**config.mk**
```make
export PLATFORM = sky130hd
export DESIGN_NAME = slr_cell
export DESIGN_NICKNAME = d
export VERILOG_FILES = /design/src/slr_pkg.sv /design/src/slr_cell.sv
export SDC_FILE = /design/constraint.sdc
export NUM_CORES = 1
export LEC_CHECK = 0
export BUFFER_PORTS_ARGS = -buffer_cell sky130_fd_sc_hd__buf_2
export CAP_MARGIN = 5
export CORE_MARGIN = 3
export CORE_UTILIZATION = 50
export DETAILED_ROUTE_END_ITERATION = 10
export PLACE_DENSITY = 0.88
export SLEW_MARGIN = 10
export SYNTH_ARGS = -nofsm -noshare
export SYNTH_HDL_FRONTEND = slang
export SYNTH_SLANG_ARGS = --single-unit
```
**constraint.sdc**
```tcl
create_clock -name clk -period 5.35 [get_ports clk]
set_input_delay 0.8025 -clock clk [delete_from_list [all_inputs] [get_ports clk]]
set_output_delay 0.8025 -clock clk [all_outputs]
set_load 0.005 [all_outputs]
```
**src/slr_pkg.sv**
```systemverilog
// shared types, constants and palette for the segment label recolor block
package slr_pkg;

	localparam int MAX_LABELS = 256;
	localparam int NUM_COLORS = 13;
	localparam int LABEL_W    = 24;
	localparam int COLOR_W    = 24;
	localparam int PHASE_W    = (NUM_COLORS > 1) ? $clog2(NUM_COLORS) : 1;

	localparam logic [COLOR_W-1:0] WHITE = 24'hffffff;

	localparam logic [PHASE_W-1:0] FIRST_PHASE = PHASE_W'(1 % NUM_COLORS);
	localparam logic [PHASE_W-1:0] FULL_PHASE  = PHASE_W'((MAX_LABELS + 1) % NUM_COLORS);

	// token that walks down the cell chain, one cell per cycle while the chain advances
	typedef struct packed {
		logic               valid;
		logic [LABEL_W-1:0] label;
		logic               last;
		logic               bg;
		logic               hit;
		logic [PHASE_W-1:0] res_phase;
		logic [PHASE_W-1:0] walk_phase;
	} token_t;

	function automatic logic [PHASE_W-1:0] phase_inc(input logic [PHASE_W-1:0] p);
		logic [PHASE_W-1:0] r;
		if (p == PHASE_W'(NUM_COLORS - 1)) begin
			r = '0;
		end else begin
			r = p + PHASE_W'(1);
		end
		return r;
	endfunction

	function automatic logic [COLOR_W-1:0] palette(input logic [PHASE_W-1:0] p);
		logic [COLOR_W-1:0] c;
		case (p)
			4'd0:    c = 24'hff00ff;
			4'd1:    c = 24'h009f4f;
			4'd2:    c = 24'hff0000;
			4'd3:    c = 24'h0000ff;
			4'd4:    c = 24'hff0000;
			4'd5:    c = 24'hffff00;
			4'd6:    c = 24'h6f007f;
			4'd7:    c = 24'h00ff00;
			4'd8:    c = 24'h004f9f;
			4'd9:    c = 24'h7f9f00;
			4'd10:   c = 24'haf006f;
			4'd11:   c = 24'h00ffff;
			4'd12:   c = 24'hff5f00;
			default: c = WHITE;
		endcase
		return c;
	endfunction

endpackage

```
**src/slr_cell.sv**
```systemverilog
// one table entry of the label chain, compares or captures the passing token
module slr_cell (
	input  logic           clk,
	input  logic           arst_n,
	input  logic           adv,
	input  slr_pkg::token_t tok_in,
	output slr_pkg::token_t tok_out
);
	import slr_pkg::*;

	logic               valid_q;
	logic [LABEL_W-1:0] label_q;
	token_t             tok_q;
	token_t             tok_nx;
	logic               live;
	logic               capture;

	always_comb begin
		tok_nx            = tok_in;
		tok_nx.walk_phase = phase_inc(tok_in.walk_phase);
		live              = tok_in.valid && !tok_in.bg && !tok_in.hit;
		capture           = live && !valid_q;
		if (live && (!valid_q || label_q == tok_in.label)) begin
			tok_nx.hit       = 1'b1;
			tok_nx.res_phase = tok_in.walk_phase;
		end
	end

	always_ff @(posedge clk or negedge arst_n) begin
		if (!arst_n) begin
			tok_q   <= '0;
			valid_q <= 1'b0;
		end else if (adv) begin
			tok_q <= tok_nx;
			if (tok_in.valid && tok_in.last) begin
				valid_q <= 1'b0;
			end else if (capture) begin
				valid_q <= 1'b1;
			end
		end
	end

	always_ff @(posedge clk) begin
		if (adv && capture) begin
			label_q <= tok_in.label;
		end
	end

	assign tok_out = tok_q;

endmodule

```
==> run metrics <==
first-pass GRT wire length 7960 microns; Synth top area share 35.7%; Slew headroom 24.4%; crit path max fanout 48; CP max stage cell nor2_2; Main synth FF type dfrtp_1; initial antenna violation count 0; vias per cell 5.18; Synth area leaders dfrtp_1 (36%), edfxtp_1 (28%), mux2_2 (12%); unrepaired setup endpoints after global routing false; Hold-fix buffers, CTS 0; row cnt 25; pin count of the biggest net entering global routing just under 50; Post-synth EDFFs 24; largest family of logic cells by synthesized area multiplexers; max_cap viols 0; status finished, final reports clean; worst-margin pin slew around 1.1 ns; Setup Skew just over 0.005 ns; Synth Area in Adders less than 1%; Ys Warns 0; DRC Markers 0; Syn Inst Count 175; drt initial violations 74; Net Sw Power approximately 0.24 mW; Setup violations, final 0; Post-synth top cells dfrtp_1 (37), mux2_2 (28), edfxtp_1 (24); clk slew on worst S/H paths approximately 0.06 ns; Final HPWL DP 3530 microns; PwrDens between 300 and 400 nW/um^2; Core Area between 4000 and 5000 sq um; Seq/Total Area, Yosys a little under two thirds; post-synth top area cell dfrtp_1; mux cell area share after synthesis between 10% and 20%; chip width slightly below 80 microns; crit path launch type input pin; cells along the critical path buf_2 -> inv_1 -> nor2_2; WL final 4950 microns; #FFs+latches synth just over 60; P_leak roughly 1.3 nW; IR drop worst, VDD slightly below 0.3 mV; logic gate share of total power between 10% and 20%; num ports between 70 and 80; Synth Area in XOR/XNOR 8.11%; Critical path buffers and inverters 2; Compound-Gate Fraction of Synth Area 5.36%; Clock Path Buffers 2; starting density of the core 53.1%; Sw Share about 23%; CTS tree built; CP Data Required Time between 5 and 6 ns; H-Tree Depth 3; dpl cells just over 300; fin. max-slew vios 0; Final Critical Period around 2.8 ns; CTS Buf Count 9; kind of critical path input pin to flip-flop; Overflow after GRT 0; final hold violation count 0; CTS Sinks 61; Mean Syn Cell Area between 10 and 15 sq um; most frequent cell after synthesis dfrtp_1; Clock power frac between 30% and 40%; Antenna Nets Post-Route 0; post-CTS setup buffers 0; GPL Wtd Cong a little over 0.8; antenna diode count 0; Layout area overhead 23.9%; Async SR Flop Fraction 60.7%; Worst EP arrival 2.71 ns; Clock Latency Late Sink 0.33 ns; P_int around 0.80 mW; CP endpoint kind flip-flop; IO Port Bufs 74; share of layout cells above drive strength 1 a little under half; Syn Std Cell Area between 2000 and 3000 sq um; routed vias approximately 1,700; Nets 296; Sum Neg Setup Slack 0 ns; Avg WL per Cell 15.1 microns; Syn Nets around 220; achievable frequency 0.362 GHz; die area between 6000 and 7000 sq um; area share of and/or/nand/nor cells after synthesis 8.55%; final hold slack between 0.4 and 0.5 ns; sequential share of power approximately half; post_cts resized 0; drt pass-1 iters 5; vias in the first global route approximately 1,700; fin cells 327; post-route clock period utilization between 50% and 60%; Crit path largest cell delay between 0.9 and 1 ns; CP delay by family, top buffers and inverters; Tightest Hold Check Type flip-flop to flip-flop; Die H 78.0 microns; Yosys cell types 30; CTS root buf clkbuf_8; Tot GR Track Use between 15 and 20%
-- per-layer routing --
metal	global-route usage [%]	wire (microns)	up-vias	part of all wire, %
met5	0	0	-	0
met4	7.87	84	0	1.7
met3	6.03	318	5	6.4
met2	25.3	2250	63	46
met1	23.5	2290	815	46
li1	-	-	810	-
-- state kept, by name (all words and copies together), names as in the netlist --
name / flops
valid_q: 1
tok_out: 36
label_q: 24
-- worst paths after layout --
path                          endpoint  depth (start not counted)  slack (ns)  startpoint
max in group asynchronous   tok_out[5]                          1        4.26      arst_n
setup reg to reg           label_q[11]                          2        3.38     valid_q
setup / recovery           label_q[11]                          3        2.58         adv
hold / removal              tok_out[0]                          1        0.48  tok_out[0]
min in group asynchronous  tok_out[23]                          1        0.57      arst_n
hold reg to reg             tok_out[0]                          1        0.48  tok_out[0]
-- power by group through the flow --
stage | logic, mW | clock network [mW] | registers, mW
floorplan | 0.0587 | 0 | 0.546
global placement | 0.125 | 0 | 0.543
detailed placement | 0.129 | 0 | 0.544
CTS | 0.130 | 0.387 | 0.535
global route | 0.141 | 0.411 | 0.539
finish | 0.127 | 0.376 | 0.535
-- cells by family (layout without fill, tap and decap cells) --
kind of cell    after synthesis  in the layout
mux                          28             28
compound gates               20             20
xor+xnor                     24             24
simple gates                 31             31
fa+ha+maj                     2              2
buf+inv                       9             94
flops                        61             61
-- cell type report --
class	count	area (sq um)
clock buffers	11	131
clock inverters	5	51.3
fillers	390	1670
inverters	4	15.0
multi-input cells	105	913
flip-flops and latches	61	1650
well taps	67	83.8
repair buffers	74	370
-- stage by stage --
stage	area, sq um	total power [mW]	setup WS (ns)	utilization [%]
global route	3210	1.09	2.40	65.8
floorplan	2590	0.605	2.56	-
global placement	3030	0.668	2.28	62.1
CTS	3210	1.05	2.57	65.8
detailed placement	3030	0.673	2.22	62.1
finish	3210	1.04	2.58	65.8
-- layout by cell type (no fill, tap or decap), types with 5 or more instances in the layout --
cell,n
buf_2,74
dfrtp_1,37
mux2_2,28
edfxtp_1,24
xnor2_1,19
clkbuf_8,9
a21oi_1,8
nand4_1,7
xor2_1,5
Note: power is estimated with default switching activity, not from simulation.
