==> src/slr_pkg.sv <==
// shared types, constants and palette for the segment label recolor block
package slr_pkg;

	localparam int MAX_LABELS = 256;
	localparam int NUM_COLORS = 13;
	localparam int LABEL_W    = 24;
	localparam int COLOR_W    = 24;
	localparam int PHASE_W    = (NUM_COLORS > 1) ? $clog2(NUM_COLORS) : 1;

	localparam logic [COLOR_W-1:0] WHITE = 24'hffffff;

	localparam logic [PHASE_W-1:0] FIRST_PHASE = PHASE_W'(1 % NUM_COLORS);
	localparam logic [PHASE_W-1:0] FULL_PHASE  = PHASE_W'((MAX_LABELS + 1) % NUM_COLORS);

	// token that walks down the cell chain, one cell per cycle while the chain advances
	typedef struct packed {
		logic               valid;
		logic [LABEL_W-1:0] label;
		logic               last;
		logic               bg;
		logic               hit;
		logic [PHASE_W-1:0] res_phase;
		logic [PHASE_W-1:0] walk_phase;
	} token_t;

	function automatic logic [PHASE_W-1:0] phase_inc(input logic [PHASE_W-1:0] p);
		logic [PHASE_W-1:0] r;
		if (p == PHASE_W'(NUM_COLORS - 1)) begin
			r = '0;
		end else begin
			r = p + PHASE_W'(1);
		end
		return r;
	endfunction

	function automatic logic [COLOR_W-1:0] palette(input logic [PHASE_W-1:0] p);
		logic [COLOR_W-1:0] c;
		case (p)
			4'd0:    c = 24'hff00ff;
			4'd1:    c = 24'h009f4f;
			4'd2:    c = 24'hff0000;
			4'd3:    c = 24'h0000ff;
			4'd4:    c = 24'hff0000;
			4'd5:    c = 24'hffff00;
			4'd6:    c = 24'h6f007f;
			4'd7:    c = 24'h00ff00;
			4'd8:    c = 24'h004f9f;
			4'd9:    c = 24'h7f9f00;
			4'd10:   c = 24'haf006f;
			4'd11:   c = 24'h00ffff;
			4'd12:   c = 24'hff5f00;
			default: c = WHITE;
		endcase
		return c;
	endfunction

endpackage

==> src/slr_tail.sv <==
// end of chain: color lookup, overflow numbering and result register
module slr_tail (
	input  logic                        clk,
	input  logic                        arst_n,
	input  logic                        adv,
	input  slr_pkg::token_t             tok_in,
	output logic                        res_valid,
	output logic [slr_pkg::COLOR_W-1:0] res_color,
	output logic                        res_ovf
);
	import slr_pkg::*;

	logic               valid_q;
	logic [COLOR_W-1:0] color_q;
	logic               ovf_q;
	logic [PHASE_W-1:0] ovf_phase_q;
	logic [COLOR_W-1:0] color_nx;
	logic               ovf_nx;

	always_comb begin
		ovf_nx = 1'b0;
		if (tok_in.bg) begin
			color_nx = WHITE;
		end else if (tok_in.hit) begin
			color_nx = palette(tok_in.res_phase);
		end else begin
			// table full: numbering goes on past the last entry
			color_nx = palette(ovf_phase_q);
			ovf_nx   = 1'b1;
		end
	end

	always_ff @(posedge clk or negedge arst_n) begin
		if (!arst_n) begin
			valid_q     <= 1'b0;
			ovf_phase_q <= FULL_PHASE;
		end else if (adv) begin
			valid_q <= tok_in.valid;
			if (tok_in.valid) begin
				if (tok_in.last) begin
					ovf_phase_q <= FULL_PHASE;
				end else if (ovf_nx) begin
					ovf_phase_q <= phase_inc(ovf_phase_q);
				end
			end
		end
	end

	always_ff @(posedge clk) begin
		if (adv) begin
			color_q <= color_nx;
			ovf_q   <= ovf_nx;
		end
	end

	assign res_valid = valid_q;
	assign res_color = color_q;
	assign res_ovf   = ovf_q;

endmodule

==> config.mk <==
export PLATFORM = sky130hd
export DESIGN_NAME = slr_tail
export DESIGN_NICKNAME = d
export VERILOG_FILES = /design/src/slr_pkg.sv /design/src/slr_tail.sv
export SDC_FILE = /design/constraint.sdc
export NUM_CORES = 1
export LEC_CHECK = 0
export BUFFER_PORTS_ARGS = -buffer_cell sky130_fd_sc_hd__buf_2
export CAP_MARGIN = 20
export CORE_ASPECT_RATIO = 0.8
export CORE_MARGIN = 1
export CORE_UTILIZATION = 34
export CTS_CLUSTER_DIAMETER = 60
export DETAILED_ROUTE_END_ITERATION = 10
export PLACE_DENSITY_LB_ADDON = 0.08
export SLEW_MARGIN = 40
export SYNTH_ARGS = -nofsm -noshare
export SYNTH_HDL_FRONTEND = slang
export SYNTH_SLANG_ARGS = --single-unit
==> constraint.sdc <==
create_clock -name clk -period 5.4 [get_ports clk]
set_input_delay 0.81 -clock clk [delete_from_list [all_inputs] [get_ports clk]]
set_output_delay 0.81 -clock clk [all_outputs]
set_load 0.02 [all_outputs]
==> results_dict.tcl <==
set metrics [dict create \
    grt_pass1_vias 1126 \
    synth_commonest_cells "16 x nand2_1, 15 x edfxtp_1, 14 x ha_1, 14 x o21ai_0, 13 x buf_4" \
    power_leakage_nw 0.702 \
    timing.final.crit_period_ns 2.14 \
    maxCapViolCount 0 \
    wire_per_inst_um 13.4 \
    rsz0062_at_grt "no" \
    power_uw 398 \
    wirelength_um 3480 \
    hold_violations 0 \
    fin_area_um2 1770 \
    cts_buffers 3 \
    die_y_um 63.6 \
    yosysTopAreaCell "edfxtp_1" \
    synth.area.top_cells "edfxtp_1 28%, ha_1 11%, buf_4 6.1%" \
    ys_seq_elements 20 \
    path_clk_slew_ns 0.06 \
    post_cts_resized 0 \
    core_um2 4570 \
    path_cells "buf_2 > inv_1 > ha_1 > nor2b_1 > o32a_1 > a21oi_1 > o31ai_1" \
    report.final.setup_viol 0 \
    die_x_um 79 \
    post_cts_buffers 0 \
    clock_skew_ns 0.00124 \
    via_per_inst 5.07 \
    drc_errors 0 \
    drtAntennaViolNets 0 \
    cts_sinks 20 \
    critPathCaptureType "flop" \
    place_inst 255 \
    io_pins 65 \
    cts_max_level 1 \
    fin_cells 259 \
    cts_tree "yes" \
    power_density_nw_per_um2 224 \
    die_area_um2 5020 \
    crit_type "in2reg" \
    placed_cell_area_um2 1730 \
    ys.flop_type "edfxtp_1" \
    core.rowCount 22 \
    port_buffers 36 \
    slew_viol_final 0 \
    clock.fmax_mhz 466 \
    synth_top_area_share_pct 27.9 \
    min_path_type "in2async" \
    area_growth_syn_to_layout_pct 10.0 \
    place_congestion 0.810 \
    grt_pass1_wl_um 5640 \
    async_flop_share_pct 25.0 \
    antenna_cells 0 \
    tns_ns 0 \
    grt_overflow 0 \
    seq_area_frac_synth_pct 35.8 \
    cts-root-buf "clkbuf_8" \
    cp_slowest_cell "o32a_1" \
    holdBufCountCts 0 \
    hpwl_um 2650 \
    grt_max_degree 23 \
    yosysWarnings 0 \
    syn_nets 233 \
    final_nets 253 \
    clkLatencyLatePin_ns 0.25 \
    max-slew-margin-rel_pct 56.6 \
    cpPeakStageDelay_ns 0.30 \
    netlist_instances 180 \
    cp-start-kind "input port" \
    synth.distinct_cells 42 \
    drive_above_1_share_pct 24.6 \
    yosysMostFrequentCell "nand2_1" \
    critPathMaxFanout 11 \
    drtIter0Drc 85 \
    antenna_found_initial 0 \
    tightest_slew_ns 0.651 \
    cts.path.max_buffers 2 \
    initial_core_util_pct 35.3 \
    drt-pass1-iter-count 4 \
    syn_avg_cell_area_um2 8.96 \
    vdd_drop_max_uv 104 \
    cp_data_arrival_time_ns 2.14 \
    grt_use_total_pct 14.6 \
    period_share_pct 39.7 \
    cp_data_required_time_ns 5.39 \
    synth_area_um2 1610 \
    outcome "finished, final reports clean" \
    vias 1313 \
    synth_edf_count 15 \
]
final cells by class:
class	count	area, um2
clock buffer	4	45.0
fill	475	2800
inverter	8	30.0
multi-input combinational	131	866
sequential	20	578
tap	60	75.1
timing repair buffer	36	180
worst max-delay path: cells and delay by family:
family	cells	cell delay (ns)
AO/OA/AOI/OAI	3	0.60
buffers and inverters	2	0.31
adder cells (fa/ha/maj)	1	0.26
AND/OR/NAND/NOR	1	0.15
state kept, by name (all words and copies together) (netlist names):
register,count
ovf_phase_q,4
res_valid,1
res_color,14
res_ovf,1
layer usage:
| layer | share of wire, % | vias up | global-route usage (%) |
|---|---|---|---|
| met5 | 0 | - | 0 |
| met4 | 1.2 | 0 | 4.77 |
| met3 | 4.2 | 4 | 1.30 |
| met2 | 41 | 39 | 21.6 |
| met1 | 54 | 590 | 22.1 |
| li1 | - | 680 | - |
placed cells by master (no fill, tap or decap), types with 3 or more instances in the layout:
cell type	instances
o21a_1	4
a31oi_1	7
edfxtp_1	15
a211oi_1	3
nor2_1	10
o21ai_0	14
o21ai_1	8
nand2b_1	3
dfrtp_1	3
a22oi_1	4
nor3_1	4
ha_1	14
a21oi_1	10
buf_2	36
nand2_1	16
inv_1	6
clkbuf_8	3
nor2b_1	11
metrics by stage:
step,hold WS [ns],worst slack (ns),utilization [%]
6_report,0.355,3.26,38.8
5_1_grt,0.362,3.07,38.8
4_1_cts,0.358,3.25,38.8
3_5_place_dp,0.529,3.00,37.8
3_3_place_gp,0.509,3.02,37.8
2_1_floorplan,0.514,3.47,-
worst paths after layout:
path	slack, ns	startpoint	depth (start not counted)	end
worst max register to register	3.27	ovf_phase_q[0]	5	res_color[7]
worst min register to register	0.52	res_valid	2	res_valid
worst min-delay path	0.36	arst_n	1	ovf_phase_q[0]
max in group asynchronous	4.84	arst_n	1	ovf_phase_q[3]
worst max-delay path	3.26	tok_in[4]	7	res_color[23]
min in group clk	0.52	res_valid	2	res_valid
logic make-up (layout without fill, tap and decap cells):
group | after synthesis | count (layout) | synth area share, %
adders and majority gates | 14 | 14 | 10.9
AOI/OAI and AO/OA | 64 | 64 | 25.4
muxes | 3 | 3 | 1.94
and+or+nand+nor | 50 | 50 | 15.3
buffers and inverters | 29 | 48 | 10.6
DFF | 20 | 20 | 35.8
power breakdown:
part	internal, mW	total (mW)	switching [mW]
clock network	0.0523	0.0943	0.0420
registers	0.179	0.189	0.00989
logic	0.0414	0.114	0.0725
total	0.273	0.398	0.124
Note: power is estimated with default switching activity, not from simulation.
